## src/sv/mwm_pkg.sv

```systemverilog
// Shared constants and types of the multichannel window median block.
`default_nettype none

package mwm_pkg;

    // Fixed field widths of the input and result beats.
    localparam int CH_W  = 3;
    localparam int SMP_W = 8;

    // Position field width that covers the largest supported window (64 entries).
    localparam int POS_W = 6;

    // Default sizing of the block.
    localparam int CHANNELS_DEF    = 6;
    localparam int WINDOW_DEF      = 20;
    localparam int MEDIAN_RANK_DEF = 10;

    // Depth of the job queue between the front and back parts.
    localparam int QUEUE_DEPTH = 2;

    // One classified job handed from the front part to the back part.
    typedef struct packed {
        logic             in_range;
        logic [CH_W-1:0]  channel;
        logic [SMP_W-1:0] sample;
        logic [POS_W-1:0] pos;
    } t_job;

endpackage

`default_nettype wire

```

## src/sv/mwm_if.sv

```systemverilog
// Valid/ready channel interfaces for sample input beats and median result beats.
`default_nettype none

interface mwm_in_if;
    logic                       valid;
    logic                       ready;
    logic [mwm_pkg::CH_W-1:0]   channel;
    logic [mwm_pkg::SMP_W-1:0]  sample;

    modport source (output valid, output channel, output sample, input ready);
    modport sink   (input valid, input channel, input sample, output ready);
endinterface

interface mwm_out_if;
    logic                       valid;
    logic                       ready;
    logic [mwm_pkg::CH_W-1:0]   channel_out;
    logic [mwm_pkg::SMP_W-1:0]  median;

    modport source (output valid, output channel_out, output median, input ready);
    modport sink   (input valid, input channel_out, input median, output ready);
endinterface

`default_nettype wire

```

## src/sv/multichannel_window_median_top.sv

```systemverilog
// Top level of the multichannel sliding-window median filter.
//
//   Port    Direction  Beat contents          Handshake
//   i_in    in         channel, sample        valid/ready
//   o_res   out        channel_out, median    valid/ready
//
// An in-range beat passes through these steps in the back part: pop and write the sample,
// issue WINDOW reads through the single store read port, insert the last read into the
// sorted register row, leave the read loop and load the result register.
// A beat with a channel of CHANNELS or more skips the reads and returns a zero median.
// After reset the store is cleared one entry a cycle, all CHANNELS * WINDOW entries
// (120 with the defaults), while input ready stays low.
// A two-entry queue lets the front accept beats while the back works or waits on o_res.
`default_nettype none

module multichannel_window_median_top #(
    parameter int CHANNELS    = mwm_pkg::CHANNELS_DEF,
    parameter int WINDOW      = mwm_pkg::WINDOW_DEF,
    parameter int MEDIAN_RANK = mwm_pkg::MEDIAN_RANK_DEF
) (
    input  wire logic i_clk,
    input  wire logic i_rst_n,
    mwm_in_if.sink    i_in,
    mwm_out_if.source o_res
);

    localparam int QCNT_W = $clog2(mwm_pkg::QUEUE_DEPTH + 1);

    logic               w_push;
    logic               w_pop;
    logic               w_q_full;
    logic               w_q_empty;
    logic               w_clear_busy;
    logic [QCNT_W-1:0]  w_q_count;
    mwm_pkg::t_job      w_job_in;
    mwm_pkg::t_job      w_job_out;

    // Accept and classify.
    mwm_front #(
        .CHANNELS (CHANNELS),
        .WINDOW   (WINDOW)
    ) u_front (
        .i_clk        (i_clk),
        .i_rst_n      (i_rst_n),
        .i_in         (i_in),
        .i_q_full     (w_q_full),
        .i_clear_busy (w_clear_busy),
        .o_push       (w_push),
        .o_job        (w_job_in)
    );

    // Job queue.
    mwm_queue #(
        .DEPTH (mwm_pkg::QUEUE_DEPTH)
    ) u_queue (
        .i_clk   (i_clk),
        .i_rst_n (i_rst_n),
        .i_push  (w_push),
        .i_job   (w_job_in),
        .i_pop   (w_pop),
        .o_job   (w_job_out),
        .o_full  (w_q_full),
        .o_empty (w_q_empty),
        .o_count (w_q_count)
    );

    // Store and rank.
    mwm_back #(
        .CHANNELS    (CHANNELS),
        .WINDOW      (WINDOW),
        .MEDIAN_RANK (MEDIAN_RANK)
    ) u_back (
        .i_clk        (i_clk),
        .i_rst_n      (i_rst_n),
        .i_empty      (w_q_empty),
        .i_job        (w_job_out),
        .o_pop        (w_pop),
        .o_clear_busy (w_clear_busy),
        .o_res        (o_res)
    );

    // The queue never holds more jobs than it has entries.
    a_queue_bound: assert property (@(posedge i_clk) disable iff (!i_rst_n)
        32'(w_q_count) <= 32'(mwm_pkg::QUEUE_DEPTH))
        else $error("job queue count exceeds its depth");

    // No beat is taken while the store is being cleared.
    a_no_accept_clear: assert property (@(posedge i_clk) disable iff (!i_rst_n)
        w_clear_busy |-> !i_in.ready)
        else $error("input accepted during the clearing pass");

    // The back part never pops an empty queue.
    a_pop_nonempty: assert property (@(posedge i_clk) disable iff (!i_rst_n)
        w_pop |-> !w_q_empty)
        else $error("pop from an empty job queue");

    // A result for a channel out of range carries a zero median.
    a_bad_channel_zero: assert property (@(posedge i_clk) disable iff (!i_rst_n)
        (o_res.valid && (32'(o_res.channel_out) >= 32'(CHANNELS))) |-> (o_res.median == '0))
        else $error("nonzero median for a channel out of range");

endmodule

`default_nettype wire

```

## src/sv/mwm_ram.sv

```systemverilog
// Generic single-write, single-read RAM with registered read data.
`default_nettype none

module mwm_ram #(
    parameter int WIDTH = 8,
    parameter int DEPTH = 120
) (
    input  wire logic                     i_clk,
    input  wire logic                     i_we,
    input  wire logic [$clog2(DEPTH)-1:0] i_waddr,
    input  wire logic [WIDTH-1:0]         i_wdata,
    input  wire logic [$clog2(DEPTH)-1:0] i_raddr,
    output logic      [WIDTH-1:0]         o_rdata
);

    logic [WIDTH-1:0] r_mem [DEPTH];
    logic [WIDTH-1:0] r_rdata;

    // Write port and registered read port.
    always_ff @(posedge i_clk) begin
        if (i_we) begin
            r_mem[i_waddr] <= i_wdata;
        end
        r_rdata <= r_mem[i_raddr];
    end

    assign o_rdata = r_rdata;

endmodule

`default_nettype wire

```

## src/sv/mwm_front.sv

```systemverilog
// Front part: accepts sample beats, checks the channel and tracks the shared write position.
`default_nettype none

module mwm_front #(
    parameter int CHANNELS = mwm_pkg::CHANNELS_DEF,
    parameter int WINDOW   = mwm_pkg::WINDOW_DEF
) (
    input  wire logic   i_clk,
    input  wire logic   i_rst_n,
    mwm_in_if.sink      i_in,
    input  wire logic   i_q_full,
    input  wire logic   i_clear_busy,
    output logic        o_push,
    output mwm_pkg::t_job o_job
);

    localparam int PW = $clog2(WINDOW);

    logic [PW-1:0] r_wpos;
    logic [PW-1:0] n_wpos;
    logic          w_in_range;
    logic          w_last_ch;

    // Take a beat whenever the queue has room and the store is not being cleared.
    assign i_in.ready = !i_q_full && !i_clear_busy;
    assign o_push     = i_in.valid && i_in.ready;

    assign w_in_range = 32'(i_in.channel) < 32'(CHANNELS);
    assign w_last_ch  = 32'(i_in.channel) == 32'(CHANNELS - 1);

    // Classified job for the back part.
    always_comb begin
        o_job.in_range = w_in_range;
        o_job.channel  = i_in.channel;
        o_job.sample   = i_in.sample;
        o_job.pos      = mwm_pkg::POS_W'(r_wpos);
    end

    // The shared position moves on only after a beat for the last channel.
    always_comb begin
        n_wpos = r_wpos;
        if (o_push && w_last_ch) begin
            if (r_wpos == PW'(WINDOW - 1)) begin
                n_wpos = '0;
            end else begin
                n_wpos = r_wpos + PW'(1);
            end
        end
    end

    always_ff @(posedge i_clk) begin
        if (!i_rst_n) begin
            r_wpos <= '0;
        end else begin
            r_wpos <= n_wpos;
        end
    end

endmodule

`default_nettype wire

```

## src/sv/mwm_queue.sv

```systemverilog
// Short job queue that decouples the front part from the back part.
`default_nettype none

module mwm_queue #(
    parameter int DEPTH = mwm_pkg::QUEUE_DEPTH
) (
    input  wire logic                       i_clk,
    input  wire logic                       i_rst_n,
    input  wire logic                       i_push,
    input  wire mwm_pkg::t_job              i_job,
    input  wire logic                       i_pop,
    output mwm_pkg::t_job                   o_job,
    output logic                            o_full,
    output logic                            o_empty,
    output logic [$clog2(DEPTH+1)-1:0]      o_count
);

    localparam int PTR_W = (DEPTH > 1) ? $clog2(DEPTH) : 1;
    localparam int CNT_W = $clog2(DEPTH + 1);

    mwm_pkg::t_job     r_mem [DEPTH];
    logic [PTR_W-1:0]  r_wr_ptr;
    logic [PTR_W-1:0]  r_rd_ptr;
    logic [CNT_W-1:0]  r_count;

    assign o_full  = r_count == CNT_W'(DEPTH);
    assign o_empty = r_count == '0;
    assign o_count = r_count;
    assign o_job   = r_mem[r_rd_ptr];

    // Entry storage.
    always_ff @(posedge i_clk) begin
        if (i_push) begin
            r_mem[r_wr_ptr] <= i_job;
        end
    end

    // Pointers and fill count.
    always_ff @(posedge i_clk) begin
        if (!i_rst_n) begin
            r_wr_ptr <= '0;
            r_rd_ptr <= '0;
            r_count  <= '0;
        end else begin
            if (i_push) begin
                r_wr_ptr <= (r_wr_ptr == PTR_W'(DEPTH - 1)) ? '0 : r_wr_ptr + PTR_W'(1);
            end
            if (i_pop) begin
                r_rd_ptr <= (r_rd_ptr == PTR_W'(DEPTH - 1)) ? '0 : r_rd_ptr + PTR_W'(1);
            end
            if (i_push && !i_pop) begin
                r_count <= r_count + CNT_W'(1);
            end else if (i_pop && !i_push) begin
                r_count <= r_count - CNT_W'(1);
            end
        end
    end

endmodule

`default_nettype wire

```

## src/sv/mwm_back.sv

```systemverilog
// Back part: clears the window store, writes samples and ranks a channel's window.
`default_nettype none

module mwm_back #(
    parameter int CHANNELS    = mwm_pkg::CHANNELS_DEF,
    parameter int WINDOW      = mwm_pkg::WINDOW_DEF,
    parameter int MEDIAN_RANK = mwm_pkg::MEDIAN_RANK_DEF
) (
    input  wire logic           i_clk,
    input  wire logic           i_rst_n,
    input  wire logic           i_empty,
    input  wire mwm_pkg::t_job  i_job,
    output logic                o_pop,
    output logic                o_clear_busy,
    mwm_out_if.source           o_res
);

    localparam int DEPTH = CHANNELS * WINDOW;
    localparam int AW    = $clog2(DEPTH);
    localparam int PW    = $clog2(WINDOW);
    localparam int CW    = $clog2(WINDOW + 1);
    localparam int RANK  = (MEDIAN_RANK >= WINDOW) ? WINDOW - 1 : MEDIAN_RANK;
    localparam logic [AW-1:0] WIN_A = AW'(WINDOW);

    typedef enum logic [1:0] {
        S_CLEAR,
        S_IDLE,
        S_RUN,
        S_DONE
    } t_state;

    t_state                     r_state,     n_state;
    logic [AW-1:0]              r_clr_addr,  n_clr_addr;
    mwm_pkg::t_job              r_job,       n_job;
    logic [CW-1:0]              r_rd_cnt,    n_rd_cnt;
    logic                       r_rd_vld,    n_rd_vld;
    logic [mwm_pkg::SMP_W-1:0]  r_sorted [WINDOW];
    logic [mwm_pkg::SMP_W-1:0]  n_sorted [WINDOW];
    logic [WINDOW-1:0]          r_svld,      n_svld;
    logic                       r_out_valid, n_out_valid;
    logic [mwm_pkg::CH_W-1:0]   r_out_ch,    n_out_ch;
    logic [mwm_pkg::SMP_W-1:0]  r_out_med,   n_out_med;

    logic                       w_we;
    logic [AW-1:0]              w_waddr;
    logic [mwm_pkg::SMP_W-1:0]  w_wdata;
    logic [AW-1:0]              w_raddr;
    logic [mwm_pkg::SMP_W-1:0]  w_rdata;
    logic [WINDOW-1:0]          w_gt;
    logic [mwm_pkg::SMP_W-1:0]  w_ins_sorted [WINDOW];
    logic [WINDOW-1:0]          w_ins_svld;

    // Window store, one row of WINDOW entries per channel.
    mwm_ram #(
        .WIDTH (mwm_pkg::SMP_W),
        .DEPTH (DEPTH)
    ) u_store (
        .i_clk   (i_clk),
        .i_we    (w_we),
        .i_waddr (w_waddr),
        .i_wdata (w_wdata),
        .i_raddr (w_raddr),
        .o_rdata (w_rdata)
    );

    // An in-range sample is written when its job leaves the queue; the clearing pass writes zeros.
    assign o_pop        = (r_state == S_IDLE) && !i_empty;
    assign o_clear_busy = r_state == S_CLEAR;
    assign w_we         = (r_state == S_CLEAR) || (o_pop && i_job.in_range);
    assign w_waddr      = (r_state == S_CLEAR) ? r_clr_addr
                        : AW'(i_job.channel) * WIN_A + AW'(i_job.pos[PW-1:0]);
    assign w_wdata      = (r_state == S_CLEAR) ? '0 : i_job.sample;
    assign w_raddr      = AW'(r_job.channel) * WIN_A + AW'(r_rd_cnt);

    // Sorted insertion: each cell keeps its value, takes the new one or takes its neighbor's.
    always_comb begin
        for (int k = 0; k < WINDOW; k++) begin
            w_gt[k] = !r_svld[k] || (r_sorted[k] > w_rdata);
        end
        w_ins_sorted[0] = w_gt[0] ? w_rdata : r_sorted[0];
        for (int k = 1; k < WINDOW; k++) begin
            if (!w_gt[k]) begin
                w_ins_sorted[k] = r_sorted[k];
            end else if (!w_gt[k-1]) begin
                w_ins_sorted[k] = w_rdata;
            end else begin
                w_ins_sorted[k] = r_sorted[k-1];
            end
        end
        w_ins_svld = r_svld | {r_svld[WINDOW-2:0], 1'b1};
    end

    // Sequencer next-state and result logic.
    always_comb begin
        n_state     = r_state;
        n_clr_addr  = r_clr_addr;
        n_job       = r_job;
        n_rd_cnt    = r_rd_cnt;
        n_rd_vld    = r_rd_vld;
        n_sorted    = r_sorted;
        n_svld      = r_svld;
        n_out_valid = r_out_valid;
        n_out_ch    = r_out_ch;
        n_out_med   = r_out_med;

        if (r_out_valid && o_res.ready) begin
            n_out_valid = 1'b0;
        end

        unique case (r_state)
            S_CLEAR: begin
                n_clr_addr = r_clr_addr + AW'(1);
                if (r_clr_addr == AW'(DEPTH - 1)) begin
                    n_state = S_IDLE;
                end
            end
            S_IDLE: begin
                if (!i_empty) begin
                    n_job    = i_job;
                    n_rd_cnt = '0;
                    n_rd_vld = 1'b0;
                    n_svld   = '0;
                    n_state  = i_job.in_range ? S_RUN : S_DONE;
                end
            end
            S_RUN: begin
                // Issue one read a cycle; data returns from the store in the next cycle and is inserted.
                if (r_rd_cnt != CW'(WINDOW)) begin
                    n_rd_cnt = r_rd_cnt + CW'(1);
                    n_rd_vld = 1'b1;
                end else begin
                    n_rd_vld = 1'b0;
                    if (!r_rd_vld) begin
                        n_state = S_DONE;
                    end
                end
                if (r_rd_vld) begin
                    n_sorted = w_ins_sorted;
                    n_svld   = w_ins_svld;
                end
            end
            S_DONE: begin
                if (!r_out_valid || o_res.ready) begin
                    n_out_valid = 1'b1;
                    n_out_ch    = r_job.channel;
                    n_out_med   = r_job.in_range ? r_sorted[RANK] : '0;
                    n_state     = S_IDLE;
                end
            end
            default: begin
                n_state = S_IDLE;
            end
        endcase
    end

    // State and registered outputs.
    always_ff @(posedge i_clk) begin
        if (!i_rst_n) begin
            r_state     <= S_CLEAR;
            r_clr_addr  <= '0;
            r_rd_cnt    <= '0;
            r_rd_vld    <= 1'b0;
            r_svld      <= '0;
            r_out_valid <= 1'b0;
        end else begin
            r_state     <= n_state;
            r_clr_addr  <= n_clr_addr;
            r_rd_cnt    <= n_rd_cnt;
            r_rd_vld    <= n_rd_vld;
            r_svld      <= n_svld;
            r_out_valid <= n_out_valid;
        end
        r_job     <= n_job;
        r_sorted  <= n_sorted;
        r_out_ch  <= n_out_ch;
        r_out_med <= n_out_med;
    end

    assign o_res.valid       = r_out_valid;
    assign o_res.channel_out = r_out_ch;
    assign o_res.median      = r_out_med;

endmodule

`default_nettype wire

```

## src/flat_wrapper.sv

```systemverilog
// flat-port wrapper written by rule: the top's interface ports become plain ports
module multichannel_window_median_top_flat 
#(
    parameter int CHANNELS    = mwm_pkg::CHANNELS_DEF,
    parameter int WINDOW      = mwm_pkg::WINDOW_DEF,
    parameter int MEDIAN_RANK = mwm_pkg::MEDIAN_RANK_DEF
)
  (i_clk, i_rst_n, i_in_valid, i_in_channel, i_in_sample, i_in_ready, o_res_valid, o_res_channel_out, o_res_median, o_res_ready);
  mwm_in_if i_in_i ();
  mwm_out_if o_res_i ();
  input  wire logic i_clk;
  input  wire logic i_rst_n;
  input wire logic [$bits(i_in_i.valid)-1:0] i_in_valid;
  input wire logic [$bits(i_in_i.channel)-1:0] i_in_channel;
  input wire logic [$bits(i_in_i.sample)-1:0] i_in_sample;
  output wire logic [$bits(i_in_i.ready)-1:0] i_in_ready;
  output wire logic [$bits(o_res_i.valid)-1:0] o_res_valid;
  output wire logic [$bits(o_res_i.channel_out)-1:0] o_res_channel_out;
  output wire logic [$bits(o_res_i.median)-1:0] o_res_median;
  input wire logic [$bits(o_res_i.ready)-1:0] o_res_ready;
  assign i_in_i.valid = i_in_valid;
  assign i_in_i.channel = i_in_channel;
  assign i_in_i.sample = i_in_sample;
  assign i_in_ready = i_in_i.ready;
  assign o_res_valid = o_res_i.valid;
  assign o_res_channel_out = o_res_i.channel_out;
  assign o_res_median = o_res_i.median;
  assign o_res_i.ready = o_res_ready;
  multichannel_window_median_top #(.CHANNELS(CHANNELS), .WINDOW(WINDOW), .MEDIAN_RANK(MEDIAN_RANK)) u_core (.i_clk(i_clk), .i_rst_n(i_rst_n), .i_in(i_in_i), .o_res(o_res_i));
endmodule
```

## config.mk

```make
export PLATFORM = sky130hd
export DESIGN_NAME = multichannel_window_median_top_flat
export DESIGN_NICKNAME = d
export VERILOG_FILES = /design/src/sv/mwm_pkg.sv /design/src/sv/mwm_if.sv /design/src/sv/multichannel_window_median_top.sv /design/src/sv/mwm_ram.sv /design/src/sv/mwm_front.sv /design/src/sv/mwm_queue.sv /design/src/sv/mwm_back.sv /design/src/flat_wrapper.sv
export SDC_FILE = /design/constraint.sdc
export NUM_CORES = 1
export LEC_CHECK = 0
export BUFFER_PORTS_ARGS = -buffer_cell sky130_fd_sc_hd__buf_2
export CORE_MARGIN = 2
export CORE_UTILIZATION = 65
export CTS_CLUSTER_DIAMETER = 200
export DETAILED_ROUTE_END_ITERATION = 12
export GPL_ROUTABILITY_DRIVEN = 0
export PLACE_DENSITY = 0.81
export SKIP_CTS_REPAIR_TIMING = 1
export SLEW_MARGIN = 0
export SYNTH_ARGS = -nofsm -noshare
export SYNTH_HDL_FRONTEND = slang
export SYNTH_HIERARCHICAL = 1
export SYNTH_SLANG_ARGS = --single-unit
export TNS_END_PERCENT = 100
```

## constraint.sdc

```tcl
create_clock -name i_clk -period 14.6 [get_ports i_clk]
set_input_delay 1.46 -clock i_clk [delete_from_list [all_inputs] [get_ports i_clk]]
set_output_delay 1.46 -clock i_clk [all_outputs]
set_load 0.05 [all_outputs]
```

==> metrics.yaml, run 1 <==
crit_buf_inv: 3
min_path_type: "reg2reg"
sequentialPowerShare: 0.563
rsz0062_at_grt: "no"
area_delta_synth_final_pct: 9.19
syn_area_um2: 47600
critPathCaptureType: "flip-flop"
r2r-end: "u_core/u_back/u_store/o_rdata[3]"
p_comb_frac: 0.006
cp.arrival_ps: 5810
path_delay_family: "buffers and inverters"
cts_tree: "done"
place_hpwl_mm: 65.7
status: "completed"
final.setup.tns_ps: 0
clock_latency_ps: 680
dr.pass1.iters: 6
die_x_um: 274
syn_avg_cell_area_um2: 18.8
fmax_ghz: 0.189
core_um2: 72700
grt_pass1_vias: 25494
antenna_found_initial: 2
numClockSinks: 1142
whs_endpoint: "u_core/u_back/r_clr_addr[5]"
drc: 0
initial_core_util: 0.654
holdPathStages: 2
rows: 99
layout_common_cells: "edfxtp_1, mux4_2, nor2_1, mux2_2, clkbuf_16"
power.switching_uw: 1210
synth_nets: 2660
hold_viol_final: 0
viasPerCell: 6.94
numCtsBuffers: 108
multi_input_area_um2: 12900
vias: 25159
slowest_stage: "buf_4"
drv_cap: 0
layout.nets: 2704
drt_iter0_markers: 3463
layout_min_cycle_time_ps: 5280
worstPathCellList: "buf_4 -> buf_4 -> buf_12 -> mux4_2 -> mux4_2 -> nand2_1 -> nand3_1 -> o31ai_1 -> a31oi_1"
cts_max_level: 3
wl_per_cell_um: 30.3
fillers: 4170
required_ps: 15130
root_buffer: "clkbuf_16"
period_share: 0.362
grt_pass1_wl_mm: 164
min-delay-start: "u_core/u_back/r_clr_addr[5]"
r2r_cells: 9
vdd_drop_max_uv: 112
drv_slew: 0
internal-power_uw: 5090
io_pins: 28
io_buffers: 27
place_ws_ps: 9250
drive_gt1_frac: 0.237
critPathKind: "reg2reg"
chipHeight_um: 274
p_sw_frac: 0.192
r2r-start: "u_core/u_back/r_rd_cnt[0]"
grt_max_degree: 148
dieArea_um2: 75300
setup_ws_ps: 9320
overflow: 0
cellPowerDensity_nw_per_um2: 121
totalWireLength_mm: 110
finClkSkew_ps: 21.5
tightest_slew_ps: 1290
grtUsageTotal: 0.299
cts_buffer_depth: 3
synth_cells: 2536
pwr-share-clk: 0.430
r2r_setup_slack_ps: 9320
final_common_cell: "edfxtp_1"
finalSetupViolCount: 0
seq_area_um2: 33900
crit_fanout: 95
route.antenna.remaining_nets: 0
ys_warn_count: 6
slowest_delay_ps: 890
path_clk_slew_ps: 60
relSlewSlack: 0.133
startpoint_type: "flip-flop"
p_leak_uw: 0.0168
## sequential cells by signal, summed over array words and instances (netlist names), 2 cells and up, named ones only
name and cells:
u_core/u_back/r_state 2, u_core/u_back/u_store/r_mem 960, u_core/u_back/u_store/o_rdata 8, u_core/u_queue/r_mem 34, u_core/u_front/r_wpos 5, u_core/u_back/r_rd_cnt 5, u_core/u_back/r_clr_addr 7, u_core/u_back/o_res.median 8
u_core/u_queue/o_count 2, u_core/u_back/o_res.channel_out 3, u_core/u_back/r_sorted 88, u_core/u_back/r_job 4, u_core/u_back/r_svld 11
## worst max path at each step
stage / start / to / slack [ps] / cells after the start
4_1_cts: u_core/u_back/r_rd_cnt[0] / u_core/u_back/u_store/o_rdata[3] / 9250 / 9
3_3_place_gp: u_core/u_back/r_rd_cnt[0] / u_core/u_back/u_store/o_rdata[0] / 9310 / 9
2_1_floorplan: u_core/u_back/r_state[0] / u_core/u_back/u_store/r_mem[0][5] / 9870 / 5
5_1_grt: u_core/u_back/r_rd_cnt[0] / u_core/u_back/u_store/o_rdata[3] / 8890 / 9
6_report: u_core/u_back/r_rd_cnt[0] / u_core/u_back/u_store/o_rdata[3] / 9320 / 9
3_5_place_dp: u_core/u_back/r_rd_cnt[0] / u_core/u_back/u_store/o_rdata[0] / 9250 / 9
## metal layers
| metal | global-route usage | part of all wire |
|---|---|---|
| met1 | 0.415 | 0.37 |
| met2 | 0.475 | 0.48 |
| met3 | 0.0638 | 0.11 |
| met4 | 0.115 | 0.043 |
| met5 | 0 | 0.00014 |
## tightest hold or removal path: stages, from the launching register on
cell,delay (ps)
dfxtp_1,320
o21ai_0,70
a21boi_0,70
## power by group through the flow
stage,clock (uW),combinational (uW),sequential (uW)
floorplan,0,21.3,3620
global placement,0,35.4,3620
detailed placement,0,36.7,3620
CTS,2740,37.0,3550
global route,2860,39.6,3550
finish,2710,38.9,3550
## metrics by stage
step | cell area, um^2 | instances | hold WS, ps | util | power [uW]
final | 51900 | 3627 | 513 | 0.714 | 6300
after global routing | 51900 | 3626 | 550 | 0.714 | 6440
after CTS | 51900 | 3626 | 513 | 0.714 | 6330
after detailed placement | 48500 | 3429 | 498 | 0.667 | 3650
after global placement | 48500 | 3429 | 478 | 0.667 | 3650
after floorplan | 47600 | 2536 | 428 | - | 3640
## layout make-up
cell class	count	area share
flip-flops and latches	1142	0.652
multi-input cells	1224	0.248
clock buffers	145	0.0573
diodes	1	0.0000482
inverters	40	0.00289
clock inverters	52	0.00836
repair buffers	64	0.00843
well taps	959	0.0231
Note: power is estimated with default switching activity, not from simulation.
==> run 2, diff against run 1 <==
Settings changed: CORE_UTILIZATION 65 to 57, PLACE_DENSITY 0.81 to 0.76.
Clock period 14.6 ns to 4.4 ns, I/O delays scaled along.
==> run 2 against run 1 <==
- largest cell class unchanged
- total power increased to 3.4 times the previous value
- sequential power increased to 3.3 times the previous value
- utilization shrank 6.0 points
- critical path type unchanged
==> metrics.yaml, run 2 (synthesis gave the netlist of run 1 again) <==
tightest_slew_ps: 1210
grtUsageTotal: 0.264
numClockSinks: 1142
route.antenna.remaining_nets: 0
chipHeight_um: 293
power.switching_uw: 4070
path_clk_slew_ps: 60
r2r_cells: 13
pwr-share-clk: 0.442
largest-register: "u_core/u_back/u_store/r_mem"
r2r_setup_slack_ps: 330
dieArea_um2: 85800
critPathCaptureType: "flip-flop"
crit_fanout: 12
relSlewSlack: 0.189
vdd_drop_max_uv: 358
p_comb_frac: 0.007
cts_buffer_depth: 3
rsz0062_at_grt: "no"
cellPowerDensity_nw_per_um2: 397
fmax_ghz: 0.246
layout.nets: 2895
num_antenna_cells: 0
total_power_uw: 21400
drv_cap: 0
setup_ws_ps: 331
overflow: 0
grt_max_degree: 121
rows: 105
die_x_um: 293
internal-power_uw: 17300
final.setup.tns_ps: 0
status: "completed"
hold_viol_final: 0
root_buffer: "clkbuf_16"
initial_core_util: 0.577
totalWireLength_mm: 112
area_delta_synth_final_pct: 13.3
cts_max_level: 3
drt_iter0_markers: 3503
io_pins: 28
p_leak_uw: 0.0180
drc: 0
startpoint_type: "flip-flop"
min_path_type: "in2reg"
grt_pass1_wl_mm: 167
clock_latency_ps: 680
cp.arrival_ps: 4450
period_share: 0.925
core_um2: 82400
cts_tree: "done"
sequentialPowerShare: 0.551
fin_util: 0.654
p_sw_frac: 0.190
numCtsBuffers: 111
wl_per_cell_um: 28.5
finClkSkew_ps: 19.9
critPathKind: "reg2reg"
antenna_found_initial: 1
final_common_cell: "edfxtp_1"
holdPathStages: 3
drv_slew: 0
io_buffers: 27
layout_min_cycle_time_ps: 4070
vias: 25510
viasPerCell: 6.48
place_hpwl_mm: 70.2
drive_gt1_frac: 0.284
required_ps: 4780
dr.pass1.iters: 6
place_ws_ps: 411
layout_common_cells: "edfxtp_1, mux4_2, buf_4, nor2_1, clkbuf_16"
top_regs: "u_core/u_back/u_store/r_mem x960, u_core/u_back/r_sorted x88, u_core/u_queue/r_mem x34"
largest_reg_flops: 960
finalSetupViolCount: 0
grt_pass1_vias: 25710
hold_ws_ps: 107
[run 2: critical path, stage by stage (launching register included)]
cell,delay (ps)
dfxtp_1,450
buf_4,260
mux2_2,380
ha_1,300
a21o_1,190
a21oi_1,190
xor2_1,90
o21ai_0,580
nor2b_1,230
buf_4,160
nand3_1,270
buf_4,280
nor2_1,200
buf_4,190
[run 2: worst paths after layout]
check,startpoint,to
max,flip-flop,u_core/u_back/u_store/r_mem[59][1]
min,o_res_ready,u_core/u_back/o_res.valid
max reg2reg,flip-flop,u_core/u_back/u_store/r_mem[59][1]
min reg2reg,u_core/u_back/r_state[1],u_core/u_back/r_state[1]
[run 2: per-stage QoR]
step	cells	area (um^2)
4_1_cts	3925	53800
6_report	3936	53900
5_1_grt	3936	53900
3_3_place_gp	3717	50100
3_5_place_dp	3717	50100
2_1_floorplan	2536	47600
[run 2: layout make-up]
cell class,instances,area (um^2)
Sequential cell,1142,33900
Inverter,40,150
Tap cell,1070,1340
Multi-Input combinational cell,1224,12900
Timing Repair Buffer,252,2030
Clock inverter,69,638
Clock buffer,139,3000
Fill cell,5282,28500
[run 2: routing by layer]
layer	up-vias	global-route usage	share of wire
met3	224	0.0577	0.10
met5	-	0	0.00011
li1	10700	-	-
met4	2	0.0873	0.031
met2	1478	0.427	0.49
met1	13106	0.361	0.38
[run 2: power by group through the flow]
stage / Clock [uW] / Combinational (uW) / Sequential [uW]
after floorplan: 0 / 70.5 / 12000
after global placement: 0 / 132 / 12000
after detailed placement: 0 / 136 / 12000
after CTS: 9570 / 138 / 11800
after global routing: 9990 / 155 / 11800
final: 9450 / 151 / 11800
